<file path="src/rtl/quaternion_scale_to_model_matrix_unit_assert.svh">
// assertion macros for the model matrix unit
`ifndef QUATERNION_SCALE_TO_MODEL_MATRIX_UNIT_ASSERT_SVH
`define QUATERNION_SCALE_TO_MODEL_MATRIX_UNIT_ASSERT_SVH

// same-cycle implication, clocked on aclk, off during reset
`define QSM_ASSERT_IMPLIES(label, ante, cons, msg) \
    label: assert property (@(posedge aclk) disable iff (!aresetn) (ante) |-> (cons)) \
        else $error(msg);

// next-cycle implication, clocked on aclk, off during reset
`define QSM_ASSERT_NEXT(label, ante, cons, msg) \
    label: assert property (@(posedge aclk) disable iff (!aresetn) (ante) |=> (cons)) \
        else $error(msg);

`endif

</file>
<file path="src/rtl/qsm_pkg.sv">
`default_nettype none
package qsm_pkg;

    localparam int unsigned S_TDATA_W  = 320;
    localparam int unsigned M_TDATA_W  = 384;
    localparam int unsigned QBITS      = 31;
    localparam int unsigned PBITS      = 63;
    localparam int unsigned SBITS      = 33;
    localparam int unsigned MBITS      = 31;
    localparam int unsigned RBITS      = 32;
    localparam int unsigned VBITS      = 20;
    localparam int unsigned NTERMS     = 9;
    localparam int unsigned DIV_STAGES = 32;
    localparam int unsigned QDEPTH     = 4;
    localparam int unsigned QPTR       = $clog2(QDEPTH);

    localparam logic signed [31:0] ONE_Q16  = 32'sd65536;
    // partial remainder of 2^61 before the 32 quotient bits
    localparam logic [MBITS-1:0]   DIV_SEED = 31'h2000_0000;
    localparam logic [NTERMS-1:0]  DIAG_MASK = 9'b100_010_001;

    typedef struct packed {
        logic [2:0][31:0] scale;
        logic [2:0][31:0] pos;
    } side_t;

    typedef struct packed {
        logic                         zero;
        logic [MBITS-1:0]             m;
        logic [NTERMS-1:0][SBITS-1:0] ps;
        side_t                        side;
    } work_t;

    typedef struct packed {
        logic full;
        logic empty;
    } qstat_t;

endpackage
`default_nettype wire

</file>
<file path="src/rtl/qsm_queue.sv">
`default_nettype none
module qsm_queue (
    input  wire              aclk,
    input  wire              aresetn,
    input  wire              push,
    input  qsm_pkg::work_t   push_data,
    input  wire              pop,
    output qsm_pkg::work_t   head,
    output qsm_pkg::qstat_t  stat
);

    localparam int unsigned PW = qsm_pkg::QPTR;

    qsm_pkg::work_t  mem_reg [qsm_pkg::QDEPTH];
    logic [PW-1:0]   wr_ptr_reg, rd_ptr_reg;
    logic [PW:0]     cnt_reg, cnt_next;
    logic            do_push, do_pop;

    assign stat.full  = (cnt_reg == (PW+1)'(qsm_pkg::QDEPTH));
    assign stat.empty = (cnt_reg == '0);
    assign do_push    = push && !stat.full;
    assign do_pop     = pop && !stat.empty;
    assign head       = mem_reg[rd_ptr_reg];

    always_comb begin
        cnt_next = cnt_reg;
        if (do_push && !do_pop) begin
            cnt_next = cnt_reg + 1'b1;
        end else if (do_pop && !do_push) begin
            cnt_next = cnt_reg - 1'b1;
        end
    end

    always_ff @(posedge aclk) begin
        if (!aresetn) begin
            wr_ptr_reg <= '0;
            rd_ptr_reg <= '0;
            cnt_reg    <= '0;
        end else begin
            cnt_reg <= cnt_next;
            if (do_push) begin
                wr_ptr_reg <= wr_ptr_reg + 1'b1;
            end
            if (do_pop) begin
                rd_ptr_reg <= rd_ptr_reg + 1'b1;
            end
        end
    end

    always_ff @(posedge aclk) begin
        if (do_push) begin
            mem_reg[wr_ptr_reg] <= push_data;
        end
    end

endmodule
`default_nettype wire

</file>
<file path="config.mk">
export PLATFORM = sky130hd
export DESIGN_NAME = qsm_queue
export DESIGN_NICKNAME = d
export VERILOG_FILES = /design/src/rtl/quaternion_scale_to_model_matrix_unit_assert.svh /design/src/rtl/qsm_pkg.sv /design/src/rtl/qsm_queue.sv
export SDC_FILE = /design/constraint.sdc
export NUM_CORES = 1
export LEC_CHECK = 0
export CORE_AREA = 4 4 405 407
export DETAILED_ROUTE_END_ITERATION = 8
export DIE_AREA = 0 0 409 411
export DONT_BUFFER_PORTS = 1
export GPL_TIMING_DRIVEN = 0
export PLACE_DENSITY = 0.71
export SETUP_SLACK_MARGIN = 0.05
export SLEW_MARGIN = 10
export SYNTH_ARGS = -nofsm -noshare
export SYNTH_HDL_FRONTEND = slang
export SYNTH_SLANG_ARGS = --single-unit
</file>
<file path="constraint.sdc">
create_clock -name aclk -period 23.1 [get_ports aclk]
set_input_delay 6.93 -clock aclk [delete_from_list [all_inputs] [get_ports aclk]]
set_output_delay 6.93 -clock aclk [all_outputs]
set_load 0.1 [all_outputs]
</file>
# After elaboration in Yosys (flattened, before gate mapping)

Memories as Yosys holds them, arrays and structs flattened. A register that Yosys moved wholly into a read port is not among the register bits.
Cells that the tools add are included.
W data, S select, Z words.

$add $sub $neg: 4
Multipliers: 0
Div/mod/pow operators: 0
Magnitude comparators: 0
Eq/ne operators: 1
Shift operators: 0
Mux-type cells: 6
Bitwise operators: 0
Reductions and logical operators: 10

Operator list:

| kind                  | count |
|---|---|
| $mux W3               | 2 |
| $add A2 B1 Y2 const B | 2 |
| $logic_and A1 B1 Y1   | 4 |
| $logic_not A1 Y1      | 4 |
| $mux W2               | 2 |
| $add A3 B1 Y3 const B | 1 |
| $eq A3 B3 Y1 const B  | 1 |
| $logic_not A3 Y1      | 1 |
| $sub A3 B1 Y3 const B | 1 |
| $mux W1               | 2 |
| $reduce_bool A2 Y1    | 1 |

Register bits: 7
Latch bits: 0
RAM bits: 2084
Bits in read-only memories: 0
Input port bits: 525
Word-level logic and storage cells: 25
Memories: 1

Memories:

| name    | depth | width | rd ports | clocked after Yosys merged registers in | write ports | line            | text |
|---|---|---|---|---|---|---|---|
| mem_reg | 4     | 521   | 1        | 1                                       | 1           | qsm_queue.sv:14 | `qsm_pkg::work_t mem_reg [qsm_pkg::QDEPTH];` |

# Longest topological paths before layout

Depth after elaboration: 7
Depth in mapped cells: 9

# Worst setup path after synthesis

Ideal clock, no wire load.

Path type: input to register
From: input port push
To: memory mem_reg[0][0] (netlist bit), enable pin
Setup time: 0.954 ns
Data arrival time: 19.086 ns
Data required time: 22.146 ns
Slack: 3.060 ns
Stages on the path: 3
Path buffers: 1
Cell sequence: nor2b_1 clkbuf_1 and2_1

Word-level cells in the longest chain between the ends: 3

Ends and longest elaborated chain:

| what                          | line            | text |
|---|---|---|
| start, declared               | qsm_queue.sv:5  | `input wire push,` |
| $logic_and A1 B1 Y1           | qsm_queue.sv:21 | `assign do_push = push && !stat.full;` |
| named net do_push             | qsm_queue.sv:17 | `logic do_push, do_pop;` |
| $mux W1                       | qsm_queue.sv:51 | `if (do_push) begin` |
| $mux W1 (implied by the code) | qsm_queue.sv:52 | `mem_reg[wr_ptr_reg] <= push_data;` |
| end, declared                 | qsm_queue.sv:14 |  |

The timed path passes the listed nets, and every way through them passes these cells.

==> results.json <==
{
  "status": "complete, no violations",
  "io_buffers": 0,
  "grt_pass1_wl_mm": 249,
  "grt_use_total_pct": 20.9,
  "htreeDepth": 4,
  "postCtsSetupRepairBufs": 0,
  "ys_seq_elements": 2093,
  "worst_clock_skew_ps": 27.4,
  "rsz0062_at_grt": "no",
  "report.final.slew_viol_count": 0,
  "vias_per_cell": 5.81,
  "drv_cap": 0,
  "hp-class": "flip-flop to flip-flop",
  "yosys_warnings": 0,
  "syn_avg_cell_area_um2": 27.5,
  "firstDrtPassIters": 6,
  "tns_ps": 0,
  "cts_hold_buffers": 0,
  "post-place-ws_ps": 13180,
  "worst_slack_ps": 12600,
  "synthArstFlopShare_pct": 0,
  "clockBufferDepth": 3,
  "finalCritPeriodShare_pct": 45.5,
  "synth_edf_count": 2084,
  "synthTopCellsByArea": "edfxtp_1, mux4_2, buf_12",
  "cts.repair.resized": 0,
  "synth_common_cells": "edfxtp_1, mux4_2, buf_12, buf_2, clkbuf_1",
  "cts.sinks": 2093,
  "syn2layout_area_growth_pct": 13.8,
  "largest_register_ffs": 2084,
  "antenna_left": 0,
  "synth_area_mm2": 0.0762,
  "clock-root-buffer": "clkbuf_16",
  "clock_latency_ps": 850,
  "cp_top_family": "buffers and inverters",
  "fin_crit_ps": 10500,
  "start_util_pct": 47.6,
  "fmax_ghz": 0.0952,
  "synth_nets": 3300,
  "gp_congestion": 0.781,
  "syn_inst": 2769,
  "antenna_found_initial": 9,
  "synth_top_area_cell": "edfxtp_1",
  "rows": 147,
  "dpl.cell_count": 4977,
  "worst_pin_slew_ps": 1090,
  "path_common_cell": "buf_2",
  "path_cells": "buf_2 > clkbuf_1 > buf_2 > mux4_2",
  "grt_overflow": 0,
  "wirelength_mm": 176,
  "core_area_mm2": 0.160,
  "cpPeakStageDelay_ps": 820,
  "crit_buf_inv": 3,
  "synth_cell_types": 24,
  "drive_gt1_share_pct": 30.2,
  "cp_data_required_time_ps": 16170,
  "grt_max_degree": 55,
  "finalNonFillerCells": 5366,
  "clk_pin_slew_worst_paths_ps": 60,
  "dieArea_mm2": 0.168,
  "grt_pass1_vias": 32591,
  "yosysTopAreaCellShare_pct": 82.1,
  "worst_hold_slack_ps": 503,
  "crit_path_top_delay_cell": "mux4_2",
  "synth.most_common_cell": "edfxtp_1",
  "drc": 0,
  "vias": 31152,
  "io-pin-count": 1048,
  "cts_made_buffers": 201,
  "hold_viol": 0,
  "crit_path_start_kind": "flip-flop",
  "setup-violations-final": 0,
  "dp_hpwl_mm": 119,
  "ys_seq_area_share_pct": 82.4,
  "synth_flop_cell": "edfxtp_1",
  "die_w_um": 409,
  "first_iter_violations": 3408,
  "crit_type": "flip-flop to output pin",
  "wl_per_cell_um": 32.8,
  "relSlewSlack_pct": 27.4,
  "final_nets": 3551,
  "cts_tree": "done",
  "arrival_ps": 3570,
  "cp_max_fo": 10,
  "die_h_um": 411,
  "end_kind": "output pin"
}
logic make-up (layout without fill, tap and decap cells):
| group | after synthesis | count (layout) | synth area share (%) |
|---|---|---|---|
| flip-flops | 2093 | 2093 | 82.4 |
| multiplexers | 524 | 524 | 15.4 |
| buffers and inverters | 121 | 541 | 1.86 |
| AND/OR/NAND/NOR | 17 | 17 | 0.126 |
| adder cells (fa/ha/maj) | 6 | 6 | 0.108 |
| AO/OA/AOI/OAI | 4 | 4 | 0.0378 |
| XOR/XNOR | 4 | 4 | 0.0460 |
| other | 0 | 17 | 0 |
cells in the final DEF, fill, tap and decap left out, types with 4 or more instances in the layout:
master         n
ha_1           5
diode_2       17
buf_16        42
and2_4         4
clkinv_2      31
and2_1         4
clkbuf_16    203
mux4_2       521
buf_12        60
buf_2         50
clkinv_8       4
edfxtp_1    2084
inv_6          9
dfxtp_1        9
nand2_1        4
clkinv_1      53
clkinv_4       4
clkinvlp_4     5
clkinv_16      6
clkbuf_1      50
bufinv_16     15
routing by layer:
metal | up-vias | routed length (µm) | global-route usage (%)
met5 | - | 25 | 0
met4 | 4 | 5410 | 6.79
met3 | 264 | 24000 | 10.9
met2 | 1602 | 89100 | 34.5
met1 | 16620 | 57800 | 23.5
li1 | 12662 | - | -
final cells by class:
cell class                 count  area (µm²)
antenna                       17        42.5
buffer                       118        1400
clock buffer                 243        5230
clock inverter               129        1230
fill                       11431       73500
inverter                       3        11.3
multi-input combinational    555       12000
sequential                  2093       62800
tap                         2160        2700
timing repair buffer          48        1280
final timing paths:
kind / to / start / depth (start not counted) / slack [ps]
worst min-delay path: wr_ptr_reg[1] / wr_ptr_reg[1] / 2 / 500
worst max register to register: mem_reg[0][165] / cnt_reg[0] / 8 / 19460
worst max-delay path: head[155] / flip-flop / 4 / 12600
worst min register to register: wr_ptr_reg[1] / wr_ptr_reg[1] / 2 / 500
worst min-delay path, cell delays in order, from the launching register on:
cell and delay (ps):
dfxtp_1 340, nand2_1 60, mux2i_1 50
stage by stage:
stage | instance area, µm² | util [%]
finish | 86700 | 54.1
global route | 86700 | 54.1
CTS | 86600 | 54.1
detailed placement | 80200 | 50.0
global placement | 78900 | 49.2
floorplan | 76200 | -
Power is not shown: default switching activity piles up to over one toggle a cycle in this logic, so the estimate is an artifact.
